--- config.mk ---
export PLATFORM = sky130hd
export DESIGN_NAME = nssc_ram
export DESIGN_NICKNAME = d
export VERILOG_FILES = /design/src/hw/rtl/nssc_ram.sv
export SDC_FILE = /design/constraint.sdc
export NUM_CORES = 1
export LEC_CHECK = 0
export BUFFER_PORTS_ARGS = -buffer_cell sky130_fd_sc_hd__buf_2
export CAP_MARGIN = 0
export CORE_MARGIN = 1
export CORE_UTILIZATION = 57
export DETAILED_ROUTE_END_ITERATION = 7
export HOLD_SLACK_MARGIN = 0.05
export PLACE_DENSITY_LB_ADDON = 0.08
export SLEW_MARGIN = 20
export SYNTH_ARGS = -nofsm -noshare
export SYNTH_HDL_FRONTEND = slang
export SYNTH_SLANG_ARGS = --single-unit
--- constraint.sdc ---
create_clock -name clk -period 2 [get_ports clk]
set_clock_uncertainty 0.05 [all_clocks]
set_input_delay 0.2 -clock clk [delete_from_list [all_inputs] [get_ports clk]]
set_output_delay 0.2 -clock clk [all_outputs]
set_load 0.005 [all_outputs]
--- src/hw/rtl/nssc_ram.sv ---
`timescale 1ns / 1ps
// Generic single-write, single-read RAM with registered read data.
module nssc_ram #(
  parameter int WIDTH = 8,
  parameter int DEPTH = 16,
  localparam int AW   = (DEPTH > 1) ? $clog2(DEPTH) : 1
) (
  input  logic             clk,
  input  logic             we,
  input  logic [AW-1:0]    waddr,
  input  logic [WIDTH-1:0] wdata,
  input  logic             re,
  input  logic [AW-1:0]    raddr,
  output logic [WIDTH-1:0] rdata
);

  logic [WIDTH-1:0] mem [DEPTH];

  // Write port
  always_ff @(posedge clk) begin
    if (we) begin
      mem[waddr] <= wdata;
    end
  end

  // Registered read port
  always_ff @(posedge clk) begin
    if (re) begin
      rdata <= mem[raddr];
    end
  end

endmodule

Yosys cells after proc, flatten, opt, wreduce, memory -nomap -nowiden --
Memory sizes are Yosys's and may differ from the RTL's. A register that Yosys moved wholly into a read port is not among the register bits. Cells that the tools add are included.
Operators by class: bitwise logic cells 0, reduce and logical (&&, ||, !) cells 0, div/mod/pow operators 0, magnitude comparators 0, $mul 0, add/sub/neg operators 0, equal/unequal tests 0, shift-type cells 0, muxes and demuxes 2
Operators with widths (number):
- $mux 1 | 2
Word-level totals: bits in latches 0, RAM bits 128, register bits 0, logic and storage cells 3, bits of input ports 19, bits in read-only memories 0, memories kept 1, output and inout bits 8
Memory list:
- mem | depth 16, bits a word 8, read ports 1, clocked after memory_dff 1, wr ports 1, RTL line 17 | logic [WIDTH-1:0] mem [DEPTH];

Logic depth before layout (Yosys ltp) --
Gate-level depths: netlist of the first run.
depth after elaboration 2, depth in mapped cells 5, depth with buffers taken out 3

Worst setup path before layout of the first run --
Ideal clock, no wire load.
kind input -> register, from in waddr[2], to mem mem[0][0], enable pin, arrival time 1310 ps, path buffers 0, cell stages on the path 2, data required time 1567 ps, slack 257 ps, path through or3b_2 nor3_1
RTL lines:
- start: declaration | RTL line 10 | input logic [AW-1:0] waddr,
- end: declaration | RTL line 17
Straight into the memory's write port.

==> run metrics, run 1 <==
WHS Path Cells 3; grt total ovfl 0; worst path required time approximately 2.2 ns; Post-Syn Nets roughly 250; GRT Overall Usage approximately 22%; reg-to-reg startpoint mem[2][0]; Max H-tree Level 4; row count 34; fin nets around 310; final WL 9.64 mm; port bufs 26; synthesized flop and latch total approximately 140; power per standard cell area 1010 nW/um^2; TritonCTS clock tree yes; largest net degree at the start of global routing 17; minimum clock period 1.58 ns; hold path startpoint waddr[0]; Skew-Pair Late Insertion Delay 0.51 ns; 1st-iter DRT viols roughly 190; total of max-cap violations 0; maximum clock rate between 600 and 700 MHz; run status complete, but fails checks; CP Max Fanout 1; final hold violations 0; Final GP Congestion around 0.74; kind of critical path reg -> reg; Hold EP mem[4][1]; Worst Slack Setup Final 0.423 ns; worst-case clock buffer depth 2; Die Wd 97.8 microns; # diodes 0; Async SR Flop Fraction 0%; vias in the first global route approximately 2.6k; Avg Cell Area, Syn 22.8 sq um; most common cell in the netlist edfxtp_1; dpl hpwl ~6.1 mm; EDFF count, synth 136; Die Ht 97.8 microns; top cells by area, synth edfxtp_1 78%, mux4_2 7.8%, mux4_1 7.0%; Final ANT Viol Nets 0; Pleak ~2.1 nW; Die ar. 9560 sq um; post-synth cell types 18; Syn Std Cell Area between 5000 and 6000 sq um; cell count after synthesis between 200 and 250; CTS buffer count 17; I/O pin cnt 27; Pwr Total 0.00627 W; period utilisation layout roughly four fifths; first-pass GRT wire length approximately 15 mm; initial antenna violation count 0; DR vias/cell approximately 6; Root Buffer clkbuf_8; layout cell share with drive strength beyond 1 a little under a third; Slew headroom roughly 63%; Setup crit start kind flop; area delta synth->final 19.0%; fin util 70.6%; DR vias approximately 2.5k; area leader, netlist edfxtp_1; Synth Flop Type edfxtp_1; CP endpoint kind flop; setup TNS 0 ns; post-synthesis sequential area ratio between 70% and 80%; routed len/inst ~23 microns; Final Cell Area a little over 6000 sq um; r2r setup slk 0.42 ns; clk slew on worst S/H paths around 0.06 ns; drt pass-1 iters 6; Setup Viol. Count Final 0; Synth top area share between 70 and 80%; HP Class in -> reg; synth warn 0; WP data arrival ~1.8 ns; measured slew at the worst slew-check pin ~0.55 ns; FF-to-FF path depth 3; Post-DP Area approximately 5600 sq um; most frequent cells after synthesis 136 x edfxtp_1, 18 x mux4_2, 16 x a22oi_1; max-slew violation count 0; VDD IR max roughly 0.00056 V; worst slack, placed 0.231 ns; Initial Util approximately 59%; Placeable Area 8810 sq um; r2r endpoint rdata[0]; RSZ-0062 raised after global routing false; Sink Count about 140; # DRC 6; failing checks design-rule violations
flip-flops by register name, indices dropped and copies added, names as in the netlist:
signal	count
mem	128
rdata	8
kinds of logic after synthesis:
kind of cell / share of synthesized area, %
and+or+nand+nor: 3.14
DFF: 78.1
muxes: 14.8
buffers and inverters: 1.65
AOI/OAI and AO/OA: 2.30
stage by stage:
stage / hold slack [ns] / cells
final: 0.205 / 415
after global routing: 0.205 / 415
after CTS: 0.178 / 415
after detailed placement: 0.533 / 374
after global placement: 0.530 / 374
after floorplan: 0.249 / 229
critical path: stages (launching register included):
cell      delay, ns
edfxtp_1       0.38
mux4_1         0.51
a22oi_1        0.30
nand2_1        0.09
cell usage in the layout (no fill, tap or decap), drive strengths merged, types with 2 or more instances in the layout:
master,count
clkinv,12
clkinvlp,2
dlygate4sd3,9
clkbuf,17
a22oi,16
nand3b,2
nor2,13
nor3,4
edfxtp,136
mux4,32
nand2b,2
nand2,9
buf,47
area by class of cell:
cell class	count	area [sq um]
multi-input cells	83	1060
fillers	537	2590
clock buffers	17	414
well taps	108	135
flip-flops and latches	136	4080
clock inverters	15	113
repair buffers	56	415
how the worst max path moves through the flow:
stage / startpoint / end / slack [ns] / cells past startpoint
after global routing: mem[1][3] / rdata[3] / 0.39 / 3
final: mem[2][0] / rdata[0] / 0.42 / 3
after global placement: raddr[0] / rdata[0] / 0.24 / 5
after detailed placement: raddr[0] / rdata[0] / 0.23 / 5
after CTS: mem[2][0] / rdata[0] / 0.43 / 3
after floorplan: waddr[2] / mem[0][0] / 0.26 / 2
report_power, final:
group,switching [W],internal (W),total (W),leakage [nW]
clock,0.00112,0.00162,0.00274,0.259
combinational,0.000167,0.000142,0.000308,0.635
sequential,0.0000154,0.00321,0.00323,1.24
per-layer routing:
| metal | vias to the layer above | GRT usage, % | part of all wire [%] |
|---|---|---|---|
| met5 | - | 0 | 0 |
| met2 | 94 | 35.1 | 50 |
| li1 | 1112 | - | - |
| met1 | 1300 | 30.1 | 44 |
| met3 | 10 | 6.37 | 4.8 |
| met4 | 0 | 8.86 | 1.1 |
timing repair:
item	in CTS	in global routing
hold buffers	9	0
buffers inserted	0	0
gates resized for setup	0	0
endpoints found under the hold margin	136	0
No activity file was read; power rests on OpenSTA's default activity.
==> run 2, diff against run 1 <==
- ABC_AREA: not set -> 1
- clock period: 2 -> 1.5 ns (I/O delays scaled with it)
==> run 2 against run 1 <==
  * The flow now finishes without violations
  * Worst hold slack worse by 0.0049 ns
  * Cell count is 81% higher
  * Global-route usage is 4.8 points higher
  * Combinational power increased by 76%
  * Clock power rose by 57%
  * Cell area increased by 11%
  * Synthesized cell count is 140% higher
  * Die area grew 12%
  * Sequential share of layout area shrank 6.6 points
  * Critical path type is now reg -> out
  * Largest power group unchanged
==> run metrics, run 2 <==
CP endpoint kind output pin; CP Max Fanout 1 (unchanged); clock power share 47.0% (+3.4 points); FF-to-FF path depth 6 (+3); Buf/Inv on CP 1 (+1); drt pass-1 iters 5 (-1); kind of critical path reg -> out; vias in the first global route 3638 (+40%); VDD IR max 0.000810 V (+45%); Worst Slack Setup Final 0.193 ns (-0.230 ns); CP max stage delay 0.43 ns (-0.08 ns); Die Wd 103 microns (+5.6%); Sink Count 136 (unchanged); post-synthesis sequential area ratio 69.8% (-8.3 points); CTS buffer count 17 (unchanged); GRT Overall Usage 27.1% (+4.8 points); Die Ht 103 microns (+5.6%); final WL 13.1 mm (+36%); internal power 0.00716 W (+44%); Pleak 3.00 nW (+41%); most frequent cells in the layout 173 x nand2_1, 136 x edfxtp_1, 100 x inv_1; fin nets 625 (+100%); Root Buffer clkbuf_8; total of max-cap violations 0 (unchanged); Final ANT Viol Nets 0 (unchanged); measured slew at the worst slew-check pin 0.629 ns (+0.0765 ns); most frequent cells after synthesis 173 x nand2_1, 136 x edfxtp_1, 100 x inv_1; Synth top area share 69.8% (-8.3 points); leading registers by flop count mem (128), rdata (8); final hold violations 0 (unchanged); maximum clock rate approximately 760 MHz; HP Class in -> reg; largest net degree at the start of global routing 47 (+30); synth warn 0 (unchanged); worst slack, placed 0.0799 ns (-0.151 ns); 1st-iter DRT viols 311 (+62%); Placeable Area 9860 sq um (+12%); EDFF count, synth 136 (unchanged); Final Cell Area 6910 sq um (+11%); row count 36 (+5.9%); setup TNS 0 ns (unchanged); Reg power frac 47.1% (-4.3 points); Worst Hold Slack 0.200 ns (-0.00493 ns); switching pwr 0.00198 W (+53%); minimum clock period 1.31 ns; Setup Viol. Count Final 0 (unchanged); max-slew violation count 0 (unchanged); DR vias/cell 5.20 (-14%); commonest non-fill, non-tap cell in the layout nand2_1; synthesized flop and latch total 136 (unchanged); fill count 729 (+36%); Skew-Pair Late Insertion Delay 0.53 ns (+0.02 ns); combinational power share 5.9% (+1.0 points); grt total ovfl 0 (unchanged); # DRC 0 (-6); RSZ-0062 raised after global routing false; Async SR Flop Fraction 0% (unchanged); power per standard cell area 1320 nW/um^2 (+31%); Slew headroom 58.0% (-5.0 points); cell count after synthesis 551 (+140%); Avg Cell Area, Syn 10.6 sq um (-54%); Die ar. 10700 sq um (+12%); Max H-tree Level 4 (unchanged); layout cell share with drive strength beyond 1 13.6% (-17 points); Initial Util 59.3% (-0.092 points); routed len/inst 17.4 microns (-25%); Post-Syn Nets 570 (+130%); postcts setup bufs 0 (unchanged); period utilisation layout 87.1%; WP data arrival 1.11 ns (-0.68 ns); run status finished, final reports clean; WHS Path Cells 5 (+2); area delta synth->final 18.2%; most common cell in the netlist nand2_1; CP Depth 1 (-2); Sw Ratio 21.7% (+0.97 points); Setup crit start kind flop; Synth Flop Type edfxtp_1; Syn Std Cell Area 5850 sq um (+12%); dpl hpwl 7.99 mm (+32%); Final GP Congestion 0.917 (+23%); placed cells 710 (+90%); worst-case clock buffer depth 2 (unchanged); top cells by area, synth edfxtp_1 70%, nand2_1 11%, nand3_1 8.3%; Cell Chain, Critical Path buf_2; Biggest register mem; area leader, netlist edfxtp_1; TritonCTS clock tree yes; max reg flops 128 (unchanged); initial antenna violation count 0 (unchanged); Post-DP Area 6190 sq um (+11%); clk slew on worst S/H paths 0.06 ns (about the same); I/O pin cnt 27 (unchanged); crit path max-delay cell type edfxtp_1; # diodes 0 (unchanged); port bufs 26 (unchanged); worst path required time 1.30 ns (-0.91 ns); CP top delay family flip-flops; Non-Filler Instances 752 (+81%); DR vias 3907 (+55%); post-synth cell types 11 (-7); first-pass GRT wire length 20.0 mm (+35%)
## run 2: changes by cell type in the layout (fill, tap and decap cells not counted), moves of 4 or more
cell and change:
a22oi_1 -16, inv_1 +100, mux4_1 -14, mux4_2 -18
nand2_1 +164, nand3_1 +96, nor2_1 +4, nor3_1 -4
## run 2: worst paths after layout
kind                   start        to  slack (ns)
setup reg to reg   mem[4][0]  rdata[0]        0.32
hold reg to reg   mem[12][5]  rdata[5]        0.68
hold / removal      raddr[2]  rdata[4]        0.20
setup / recovery    rdata[2]  rdata[2]        0.19
## run 2: metrics by stage
| step | util (%) | total power [W] |
|---|---|---|
| final | 70.1 | 0.00915 |
| after global routing | 70.1 | 0.00940 |
| after CTS | 70.1 | 0.00919 |
| after detailed placement | 62.8 | 0.00491 |
| after global placement | 62.8 | 0.00490 |
| after floorplan | - | 0.00468 |
## run 2: power by group through the flow
stage | registers, W | clock network, W | logic [W]
after floorplan | 0.00438 | 0 | 0.000300
after global placement | 0.00439 | 0 | 0.000514
after detailed placement | 0.00439 | 0 | 0.000521
after CTS | 0.00431 | 0.00433 | 0.000545
after global routing | 0.00431 | 0.00449 | 0.000602
final | 0.00431 | 0.00430 | 0.000542
## run 2: logic make-up after synthesis
kind of cell	Yosys count	synth area share, %
and+or+nand+nor	289	20.8
DFF	136	69.8
buffers and inverters	126	9.39
## run 2: metal layers
metal	global-route usage [%]	share of wire [%]	wire [microns]	vias to the layer above
met5	0	0	0	-
met4	12.1	2.1	274	0
met3	5.58	6.8	884	21
met2	41.9	47	6190	156
met1	37.6	44	5740	1839
li1	-	-	-	1891
## run 2: final cells by class
| cell class | instances | area [sq um] | area share [%] |
|---|---|---|---|
| clock inverters | 15 | 201 | 2.92 |
| well taps | 133 | 166 | 2.41 |
| repair buffers | 60 | 448 | 6.48 |
| clock buffers | 17 | 414 | 5.99 |
| inverters | 102 | 383 | 5.54 |
| flip-flops and latches | 136 | 4080 | 59.1 |
| multi-input cells | 289 | 1210 | 17.6 |
## run 2: repair_timing
action / CTS / global route
gates resized for setup: 0 / 0
endpoints found under the hold margin: 142 / 0
hold buffers: 10 / 0
